==> config.mk <==
export PLATFORM = sky130hd
export DESIGN_NAME = lsdrs_ctrl
export DESIGN_NICKNAME = d
export VERILOG_FILES = /design/src/rtl/lsdrs_pkg.sv /design/src/rtl/lsdrs_ctrl.sv
export SDC_FILE = /design/constraint.sdc
export NUM_CORES = 1
export LEC_CHECK = 0
export ABC_CLOCK_PERIOD_IN_PS = 1310
export BUFFER_PORTS_ARGS = -buffer_cell sky130_fd_sc_hd__buf_2
export CAP_MARGIN = 5
export CORE_AREA = 4 4 41 43
export CTS_CLUSTER_SIZE = 40
export DETAILED_ROUTE_END_ITERATION = 10
export DIE_AREA = 0 0 45 47
export HOLD_SLACK_MARGIN = 0.12
export PLACE_DENSITY = 0.69
export SKIP_CTS_REPAIR_TIMING = 1
export SYNTH_ARGS = -nofsm -noshare
export SYNTH_HDL_FRONTEND = slang
export SYNTH_SLANG_ARGS = --single-unit
==> constraint.sdc <==
create_clock -name clock -period 1.31 [get_ports clock]
set_input_delay 0.262 -clock clock [delete_from_list [all_inputs] [get_ports clock]]
set_output_delay 0.262 -clock clock [all_outputs]
set_load 0.005 [all_outputs]
==> src/rtl/lsdrs_pkg.sv <==
// ----------------------------------------------------------------------------
// lsdrs_pkg
// shared constants, operation codes and controller/datapath interface types
// for the decimal radix sorter
// ----------------------------------------------------------------------------
`default_nettype none

package lsdrs_pkg;

   localparam int VALUE_W       = 31;
   localparam int RADIX         = 10;
   localparam int DIGIT_W       = 4;
   localparam int MAX_ITEMS_DEF = 64;

   // floor(q / 10) = (q * RECIP) >> RECIP_SHIFT for every q below 2**32
   localparam logic [31:0] RECIP       = 32'hCCCC_CCCD;
   localparam int          RECIP_SHIFT = 35;
   localparam int          QUOT_W      = 28;

   // pipeline operations
   localparam logic [1:0] OP_COUNT   = 2'd0;
   localparam logic [1:0] OP_SCATTER = 2'd1;
   localparam logic [1:0] OP_EMIT    = 2'd2;

   typedef struct packed {
      logic       load;
      logic       clr;
      logic       issue;
      logic [1:0] op;
      logic       prefix;
      logic       flip;
      logic       finish;
   } ctl_cmd_type;

   typedef struct packed {
      logic last_idx;
      logic bkt_last;
      logic more;
      logic pipe_busy;
   } ctl_stat_type;

endpackage

`default_nettype wire

==> src/rtl/lsdrs_ctrl.sv <==
// ----------------------------------------------------------------------------
// lsdrs_ctrl
// sequencer: load, per-digit count / prefix / scatter passes, then emit
// ----------------------------------------------------------------------------
`default_nettype none

module lsdrs_ctrl (
   input  wire logic                     clock,
   input  wire logic                     reset,
   input  wire logic                     start,
   input  wire logic                     req_last_item,
   input  wire lsdrs_pkg::ctl_stat_type  stat,
   output lsdrs_pkg::ctl_cmd_type        cmd,
   output logic                          busy
);
   import lsdrs_pkg::*;

   localparam logic [3:0] ST_IDLE       = 4'd0;
   localparam logic [3:0] ST_START      = 4'd1;
   localparam logic [3:0] ST_CNT_RD     = 4'd2;
   localparam logic [3:0] ST_CNT_DRAIN  = 4'd3;
   localparam logic [3:0] ST_PREFIX     = 4'd4;
   localparam logic [3:0] ST_SCT_RD     = 4'd5;
   localparam logic [3:0] ST_SCT_DRAIN  = 4'd6;
   localparam logic [3:0] ST_EMIT_RD    = 4'd7;
   localparam logic [3:0] ST_EMIT_DRAIN = 4'd8;

   logic [3:0] state_ff, state_in;

   always_comb begin
      state_in = state_ff;
      cmd      = '0;
      cmd.op   = OP_COUNT;
      unique case (state_ff)
         ST_IDLE: begin
            cmd.load = start;
            if (start && req_last_item) begin
               state_in = ST_START;
            end
         end
         ST_START: begin
            cmd.clr  = 1'b1;
            state_in = stat.more ? ST_CNT_RD : ST_EMIT_RD;
         end
         ST_CNT_RD: begin
            cmd.issue = 1'b1;
            cmd.op    = OP_COUNT;
            if (stat.last_idx) begin
               state_in = ST_CNT_DRAIN;
            end
         end
         ST_CNT_DRAIN: begin
            if (!stat.pipe_busy) begin
               state_in = ST_PREFIX;
            end
         end
         ST_PREFIX: begin
            cmd.prefix = 1'b1;
            if (stat.bkt_last) begin
               state_in = ST_SCT_RD;
            end
         end
         ST_SCT_RD: begin
            cmd.issue = 1'b1;
            cmd.op    = OP_SCATTER;
            if (stat.last_idx) begin
               state_in = ST_SCT_DRAIN;
            end
         end
         ST_SCT_DRAIN: begin
            if (!stat.pipe_busy) begin
               cmd.flip = 1'b1;
               state_in = ST_START;
            end
         end
         ST_EMIT_RD: begin
            cmd.issue = 1'b1;
            cmd.op    = OP_EMIT;
            if (stat.last_idx) begin
               state_in = ST_EMIT_DRAIN;
            end
         end
         ST_EMIT_DRAIN: begin
            if (!stat.pipe_busy) begin
               cmd.finish = 1'b1;
               state_in   = ST_IDLE;
            end
         end
         default: begin
            state_in = ST_IDLE;
         end
      endcase
   end

   always_ff @(posedge clock) begin
      if (reset) begin
         state_ff <= ST_IDLE;
      end else begin
         state_ff <= state_in;
      end
   end

   assign busy = (state_ff != ST_IDLE);

endmodule

`default_nettype wire

==> results of run 1 <==
[layer usage]
| layer | GRT usage, % | up-vias | share of wire [%] |
|---|---|---|---|
| li1 | - | 266 | - |
| met1 | 12.3 | 245 | 40 |
| met2 | 24.6 | 9 | 56 |
| met3 | 5.75 | 0 | 4.1 |
| met4 | 1.75 | 0 | 0 |
| met5 | 0 | - | 0 |
[cells in the mapped netlist]
cell type / number
nor2b_1: 6
nor4_2: 1
nor3b_1: 1
buf_4: 3
o32ai_1: 1
o22ai_1: 1
a211o_1: 1
a21boi_1: 1
inv_1: 1
o22a_1: 1
o31ai_1: 1
dfxtp_1: 4
o21ai_0: 2
nand2_1: 7
buf_2: 1
o2111a_1: 1
or3_1: 1
nor4b_2: 1
or2_1: 1
nand2b_1: 6
o32a_1: 1
mux2i_1: 2
nor3_1: 3
nor2_1: 4
and2_1: 1
o2111ai_4: 1
[worst min-delay path by stage]
stage                               end   from  slack, ns
6_report       state_ff[3]$_SDFFE_PP0P_  reset       0.32
5_1_grt        state_ff[3]$_SDFFE_PP0P_  reset       0.33
4_1_cts        state_ff[3]$_SDFFE_PP0P_  reset       0.31
3_5_place_dp   state_ff[3]$_SDFFE_PP0P_  reset       0.55
3_3_place_gp   state_ff[3]$_SDFFE_PP0P_  reset       0.55
2_1_floorplan  state_ff[3]$_SDFFE_PP0P_  reset       0.38
[report_power, final]
group,switching [W],total [W],internal (W)
logic,0.000409,0.000930,0.000521
clock network,0.0000454,0.000148,0.000102
registers,0.0000858,0.000272,0.000186
total,0.000540,0.00135,0.000809
[stage by stage]
stage | TNS [ns] | worst slack, ns | hold WS [ns] | instances | area, sq um
floorplan | 0 | 0.0120 | 0.376 | 54 | 422
global placement | -0.338 | -0.0971 | 0.550 | 95 | 598
detailed placement | -0.707 | -0.175 | 0.555 | 95 | 598
CTS | -2.76 | -0.322 | 0.306 | 98 | 621
global route | -2.43 | -0.299 | 0.325 | 104 | 732
finish | -1.49 | -0.227 | 0.320 | 104 | 732
[logic make-up after synthesis]
kind of cell    Yosys count
flops                     4
mux                       2
simple gates             32
compound gates           11
buf+inv                   5
[final cells by class]
class,instances,area [sq um]
flip-flops and latches,4,92.6
inverters,1,3.75
multi-input cells,45,353
fillers,127,569
clock buffers,3,22.5
well taps,15,18.8
repair buffers,36,241
==> results_dict.tcl, run 1 <==
set metrics [dict create \
    status "finished with violations" \
    failed_checks "negative setup slack" \
    clk_latency_ns 0.23 \
    cts_buffer_depth 2 \
    synth_compound_area_share_pct 24.9 \
    wl_mm 1.31 \
    synthTopCellsByArea "dfxtp_1, nand2b_1, nor2b_1, nand2_1, o2111ai_4" \
    worstPathArrival_ns 1.28 \
    finalHoldViolCount 0 \
    critPathLaunch "state_ff[1]$_SDFFE_PP0P_" \
    overflow 0 \
    setup_ws_ns -0.227 \
    hp-class "in2reg" \
    final_common_cell "buf_4" \
    place_congestion 0.894 \
    synth_xor_area_share_pct 0 \
    slew_violations 0 \
    top_regs "state_ff x4" \
    die_width_um 45 \
    cp_max_fo 5 \
    r2r_setup_slack_ns -0.14 \
    yosys_warnings 0 \
    ff2ff_path_depth 4 \
    synth-simple-area-share_pct 43.9 \
    max_stage_delay_ns 0.35 \
    grt_pass1_vias 485 \
    via_per_inst 5.00 \
    die_area_sq_um 2120 \
    reg2reg_from "state_ff[2]$_SDFFE_PP0P_" \
    clk_pin_slew_worst_paths_ns 0.04 \
    maxSlewHeadroom_pct 82.4 \
    ys_ff_latch 4 \
    critPathSlowestCell "dfxtp_4" \
    cts_tree "done" \
    cp.required_ns 1.05 \
    cts_root_buffer "clkbuf_4" \
    end_kind "output pin" \
    area_growth_pct 73.6 \
    utilization_pct 56.3 \
    drv_cap 0 \
    port_buffers 16 \
    wire_per_inst_um 12.6 \
    dpl.hpwl_mm 1.01 \
    endpoint "cmd[7]" \
    largest_register "state_ff" \
    p_leak_nw 0.351 \
    track_usage_pct 12.6 \
    worst-path-stages 4 \
    yosysTopAreaCellShare_pct 19.0 \
    antenna_cells 0 \
    numCtsBuffers 3 \
    crit_chain "buf_6 -> nor4_4 -> and2_1 -> buf_2" \
    syn_area_per_cell_sq_um 7.81 \
    synth-seq-area-share_pct 19.0 \
    drc 0 \
    cp.buffers_inverters 2 \
    synthDistinctLibCells 26 \
    finClkSkew_ns 0.00488 \
    worst-setup-path-type "reg2out" \
    rows 13 \
    netlist_area_sq_um 422 \
    post-route-min-period_ns 1.54 \
    synth_top_family_by_area "simple AND/OR/NAND/NOR gates" \
    layout_common_cells "buf_4, buf_2, nand2b_1, nor2b_1, nand2_1" \
    setup_viol 13 \
    die_h_um 47 \
    cts_sinks 4 \
    ant_nets 0 \
    synth.area.mux_share_pct 4.75 \
    largest_register_ffs 4 \
    vias 520 \
    timing.final.crit_share_pct 117 \
    initial_core_util_pct 32.4 \
    start_kind "register" \
    worstMarginPinSlew_ns 0.262 \
    yosysTopAreaCell "dfxtp_1" \
    critical_path.top_delay_family "simple AND/OR/NAND/NOR gates" \
    hold_depth 2 \
    drtIter0Drc 2 \
    rr_endpoint "state_ff[2]$_SDFFE_PP0P_" \
    cts-htree-levels 1 \
    irDropWorstVdd_v 0.000864 \
    grt_pass1_wl_mm 1.92 \
    syn_inst 54 \
    synth_nets 62 \
    synthAdderAreaFrac_pct 0 \
    drive_above_1_share_pct 57.3 \
    first_pass_iters 2 \
    rsz0062_at_grt "yes" \
    power_density_nw_per_um2 1840 \
    antenna_found_initial 0 \
    nets 99 \
    grt_max_degree 8 \
    core_area_sq_um 1300 \
    fmax_mhz 650 \
    total_power_w 0.00135 \
    io_pins 17 \
]
Note: power is estimated with default switching activity, not from simulation.
==> inputs of run 2 (changes only) <==
- CORE_AREA: 4 4 41 43 -> 8 8 45 47
- CTS_BUF_LIST: not set -> sky130_fd_sc_hd__clkbuf_16
- DIE_AREA: 0 0 45 47 -> 0 0 53 55
==> run 2 against run 1 <==
Net effect:
- the flow still finishes with violations (negative setup slack)
- core utilization fell by 1.9 points
- worst hold slack gained 0.0015 ns
- fmax up 0.89%
- via count down 3.8%
- count of clock-buffer cells in the layout did not move
- cell area is 2.7% higher
- first-iteration DRC count rose to 4.5 times the previous value
- register-to-register slack is essentially flat
- critical path type unchanged
- critical endpoint unchanged
- largest cell class unchanged
- largest power group unchanged
==> results_dict.tcl, run 2 (synthesized netlist as in run 1, its figures left out) <==
set metrics [dict create \
    ant_nets 0 \
    cts-htree-levels 1 \
    place_congestion 0.757 \
    die_width_um 53 \
    initial_core_util_pct 30.5 \
    drv_cap 0 \
    vias 500 \
    top_regs "state_ff x4" \
    critical_path.top_delay_family "simple AND/OR/NAND/NOR gates" \
    worstPathArrival_ns 1.26 \
    cts_root_buffer "clkbuf_16" \
    cts_sinks 4 \
    wl_mm 1.30 \
    clk_pin_slew_worst_paths_ns 0.03 \
    stdcell_count 101 \
    wire_per_inst_um 12.8 \
    setup_viol 12 \
    fmax_mhz 656 \
    cp.buffers_inverters 2 \
    worstMarginPinSlew_ns 0.256 \
    critPathSlowestCell "dfxtp_4" \
    die_h_um 55 \
    start_kind "register" \
    final_common_cell "buf_2" \
    port_buffers 16 \
    largest_register_ffs 4 \
    post-route-min-period_ns 1.52 \
    drc 0 \
    cp.required_ns 1.05 \
    critPathLaunch "state_ff[1]$_SDFFE_PP0P_" \
    failed_checks "negative setup slack" \
    grt_pass1_vias 483 \
    area_growth_pct 78.3 \
    grt_pass1_wl_mm 2.13 \
    p_leak_nw 0.350 \
    rsz0062_at_grt "yes" \
    hp-class "in2reg" \
    nets 95 \
    cts_buffer_depth 2 \
    finClkSkew_ns 0.000821 \
    max_stage_delay_ns 0.35 \
    slew_violations 0 \
    dp_cells 96 \
    drive_above_1_share_pct 57.6 \
    drtIter0Drc 9 \
    largest_register "state_ff" \
    power_density_nw_per_um2 2240 \
    worst-setup-path-type "reg2out" \
    maxSlewHeadroom_pct 82.9 \
    crit_chain "buf_6 -> nor4_4 -> and2_1 -> buf_2" \
    numCtsBuffers 3 \
    irDropWorstVdd_v 0.00131 \
    die_area_sq_um 2920 \
    status "finished with violations" \
    setup_ws_ns -0.214 \
    antenna_found_initial 0 \
    via_per_inst 4.95 \
    finalHoldViolCount 0 \
    final.setup.tns_ns -1.35 \
    io_pins 17 \
    overflow 0 \
    cp_max_fo 5 \
    grt_max_degree 10 \
    utilization_pct 54.3 \
    antenna_cells 0 \
    layout_common_cells "buf_2, buf_4, nor2b_1" \
    rows 14 \
    end_kind "output pin" \
    timing.final.crit_share_pct 116 \
    clk_latency_ns 0.22 \
    nFillCells 134 \
    min_from "stat[1]" \
    core_area_sq_um 1380 \
    cts_tree "done" \
    dpl.hpwl_mm 1.01 \
    reg2reg_from "state_ff[1]$_SDFFE_PP0P_" \
    first_pass_iters 3 \
    track_usage_pct 9.62 \
]
==> run 2: cell types whose count changed in the layout (fill, tap and decap cells not counted), sizes merged <==
| cell | previous run | this run |
|---|---|---|
| buf | 36 | 32 |
==> run 2: layer usage <==
layer  vias to the layer above  share of wire (%)  track usage (%)
li1                        256                  -                -
met1                       236                 44             11.4
met2                         8                 51             16.0
met3                         0                5.1             3.48
met4                         0                  0             2.59
met5                         -                  0                0
==> run 2: final cells by class <==
cell class	count	area, sq um	area share (%)
multi-input cells	45	357	47.4
repair buffers	32	204	27.1
flip-flops and latches	4	92.6	12.3
clock buffers	3	75.1	9.98
well taps	16	20.0	2.66
inverters	1	3.75	0.499
==> run 2: where the power goes <==
part           switching, W  internal (W)  total, W
Combinational      0.000419      0.000545  0.000965
Sequential        0.0000717      0.000180  0.000252
Clock             0.0000782      0.000389  0.000468
==> run 2: metrics by stage <==
step / hold slack (ns) / total power [W] / instance area (sq um) / worst slack (ns)
finish: 0.321 / 0.00168 / 752 / -0.214
global placement: 0.556 / 0.000996 / 599 / -0.105
detailed placement: 0.559 / 0.00101 / 599 / -0.150
CTS: 0.333 / 0.00149 / 674 / -0.303
global route: 0.353 / 0.00180 / 752 / -0.286
floorplan: 0.376 / 0.000729 / 422 / 0.0120
==> run 2: worst register-to-register path, cell delays in order, from the launching register on <==
cell	delay (ns)
dfxtp_4	0.36
buf_4	0.12
nand2b_4	0.05
o32a_1	0.37
o2111ai_4	0.26
mux2i_1	0.21
==> run 2: final timing paths <==
path,to,slack (ns),depth (start not counted)
worst max-delay path,cmd[7],-0.21,4
worst min-delay path,state_ff[0]$_SDFFE_PP0P_,0.32,4
worst max register to register,state_ff[2]$_SDFFE_PP0P_,-0.15,5
worst min register to register,state_ff[0]$_SDFFE_PP0P_,0.67,3
==> inputs of run 3 (changes only) <==
- ABC_CLOCK_PERIOD_IN_PS: 1310 -> 1460
- HOLD_SLACK_MARGIN: 0.12 -> 0.1
- PLACE_DENSITY: 0.69 -> not set
- clock period: 1.31 -> 1.46 ns (I/O delays scaled with it)
==> run 3 against run 2 <==
Net effect:
- the flow still finishes with violations (negative setup slack)
- critical endpoint is now cmd[0]
- combinational power down 15%
- sequential share of layout area up 0.59 points
- die area is the same
- register-to-register slack better by 0.16 ns
- highest routed layer is now met4
- first-iteration DRC count fell by 22%
- cell count down 5.9%
- via count shrank 3.0%
- critical path depth stayed put
==> results_dict.tcl, run 3 (synthesized netlist as in run 1, its figures left out) <==
set metrics [dict create \
    status "finished with violations" \
    failed_checks "negative setup slack" \
    cts_root_buffer "clkbuf_16" \
    hold_depth 4 \
    cts_tree "done" \
    cp.required_ns 1.17 \
    finalHoldViolCount 0 \
    top_regs "state_ff x4" \
    antenna_cells 0 \
    track_usage_pct 9.33 \
    drtIter0Drc 7 \
    cts_sinks 4 \
    worstMarginPinSlew_ns 0.270 \
    irDropWorstVdd_v 0.000734 \
    pre_cts_slack_ns 0.0328 \
    core_area_sq_um 1380 \
    ff2ff_path_depth 6 \
    drive_above_1_share_pct 54.4 \
    cp_max_fo 5 \
    ant_nets 0 \
    die_width_um 53 \
    hold_path_end "state_ff[0]$_SDFFE_PP0P_" \
    grt_max_degree 8 \
    clk_pin_slew_worst_paths_ns 0.03 \
    setup_ws_ns -0.0983 \
    r2r_setup_slack_ns 0.01 \
    final_common_cell "buf_2" \
    slew_violations 0 \
    largest_register_ffs 4 \
    utilization_pct 53.3 \
    cts_buffer_depth 2 \
    worstPathArrival_ns 1.27 \
    hp-class "in2reg" \
    port_buffers 16 \
    largest_register "state_ff" \
    initial_core_util_pct 30.5 \
    antenna_found_initial 0 \
    rsz0062_at_grt "yes" \
    maxSlewHeadroom_pct 82.0 \
    cts-htree-levels 1 \
    power_density_nw_per_um2 2020 \
    end_kind "output pin" \
    setup_viol 2 \
    worst-setup-path-type "reg2out" \
    reg2reg_from "state_ff[1]$_SDFFE_PP0P_" \
    first_pass_iters 4 \
    nFillCells 129 \
    dpl.hpwl_um 987 \
    start_kind "register" \
    fmax_mhz 642 \
    post-route-min-period_ns 1.56 \
    grt_pass1_wl_mm 1.99 \
    area_growth_pct 74.8 \
    wl_mm 1.39 \
    wire_per_inst_um 14.6 \
    layout_common_cells "buf_2, nand2_1" \
    drc 0 \
    nets 89 \
    drv_cap 0 \
    place_congestion 0.747 \
    die_area_sq_um 2920 \
    io_pins 17 \
    p_leak_nw 0.334 \
    min_from "stat[1]" \
    vias 485 \
    numCtsBuffers 3 \
    overflow 0 \
    via_per_inst 5.11 \
    finClkSkew_ns 0.000179 \
    grt_pass1_vias 447 \
    rows 14 \
    die_h_um 55 \
    timing.final.crit_share_pct 107 \
    rr_endpoint "state_ff[2]$_SDFFE_PP0P_" \
    clk_latency_ns 0.23 \
]
## run 3: worst max-delay path by stage
stage / start / to
2_1_floorplan: state_ff[2]$_SDFFE_PP0P_ / state_ff[0]$_SDFFE_PP0P_
3_3_place_gp: state_ff[2]$_SDFFE_PP0P_ / state_ff[2]$_SDFFE_PP0P_
3_5_place_dp: state_ff[2]$_SDFFE_PP0P_ / state_ff[2]$_SDFFE_PP0P_
4_1_cts: state_ff[0]$_SDFFE_PP0P_ / cmd[0]
5_1_grt: state_ff[1]$_SDFFE_PP0P_ / cmd[0]
6_report: state_ff[1]$_SDFFE_PP0P_ / cmd[0]
## run 3: layer usage
metal,GRT usage (%),vias up,routed length (um)
li1,-,244,-
met1,8.33,219,470
met2,16.2,16,750
met3,4.01,6,125
met4,7.76,0,42
met5,0,-,0
## run 3: metrics by stage
stage | power, W | cells | cell area, sq um | hold WS (ns) | setup TNS, ns
final | 0.00149 | 95 | 737 | 0.351 | -0.147
after global routing | 0.00159 | 95 | 737 | 0.377 | -0.607
after CTS | 0.00129 | 93 | 629 | 0.354 | -0.605
after detailed placement | 0.000862 | 90 | 554 | 0.586 | 0
after global placement | 0.000848 | 90 | 554 | 0.586 | 0
after floorplan | 0.000654 | 54 | 422 | 0.406 | 0
## run 3: worst max-delay path: stages (launching register included)
cell and delay [ns]:
dfxtp_4 0.35, buf_6 0.12, nor4b_4 0.28, nor2b_2 0.17
buf_2 0.11
## run 3: cell type report
cell class                 count  area [sq um]  share of cell area (%)
clock buffer                   3          75.1                    10.2
inverter                       1          3.75                   0.509
sequential                     4          95.1                    12.9
timing repair buffer          26           174                    23.6
multi-input combinational     45           369                    50.1
tap                           16          20.0                    2.72
## run 3: power by group
part | internal (W) | total, W | switching, W
clock | 0.000350 | 0.000428 | 0.0000778
sequential | 0.000165 | 0.000244 | 0.0000786
combinational | 0.000448 | 0.000820 | 0.000372
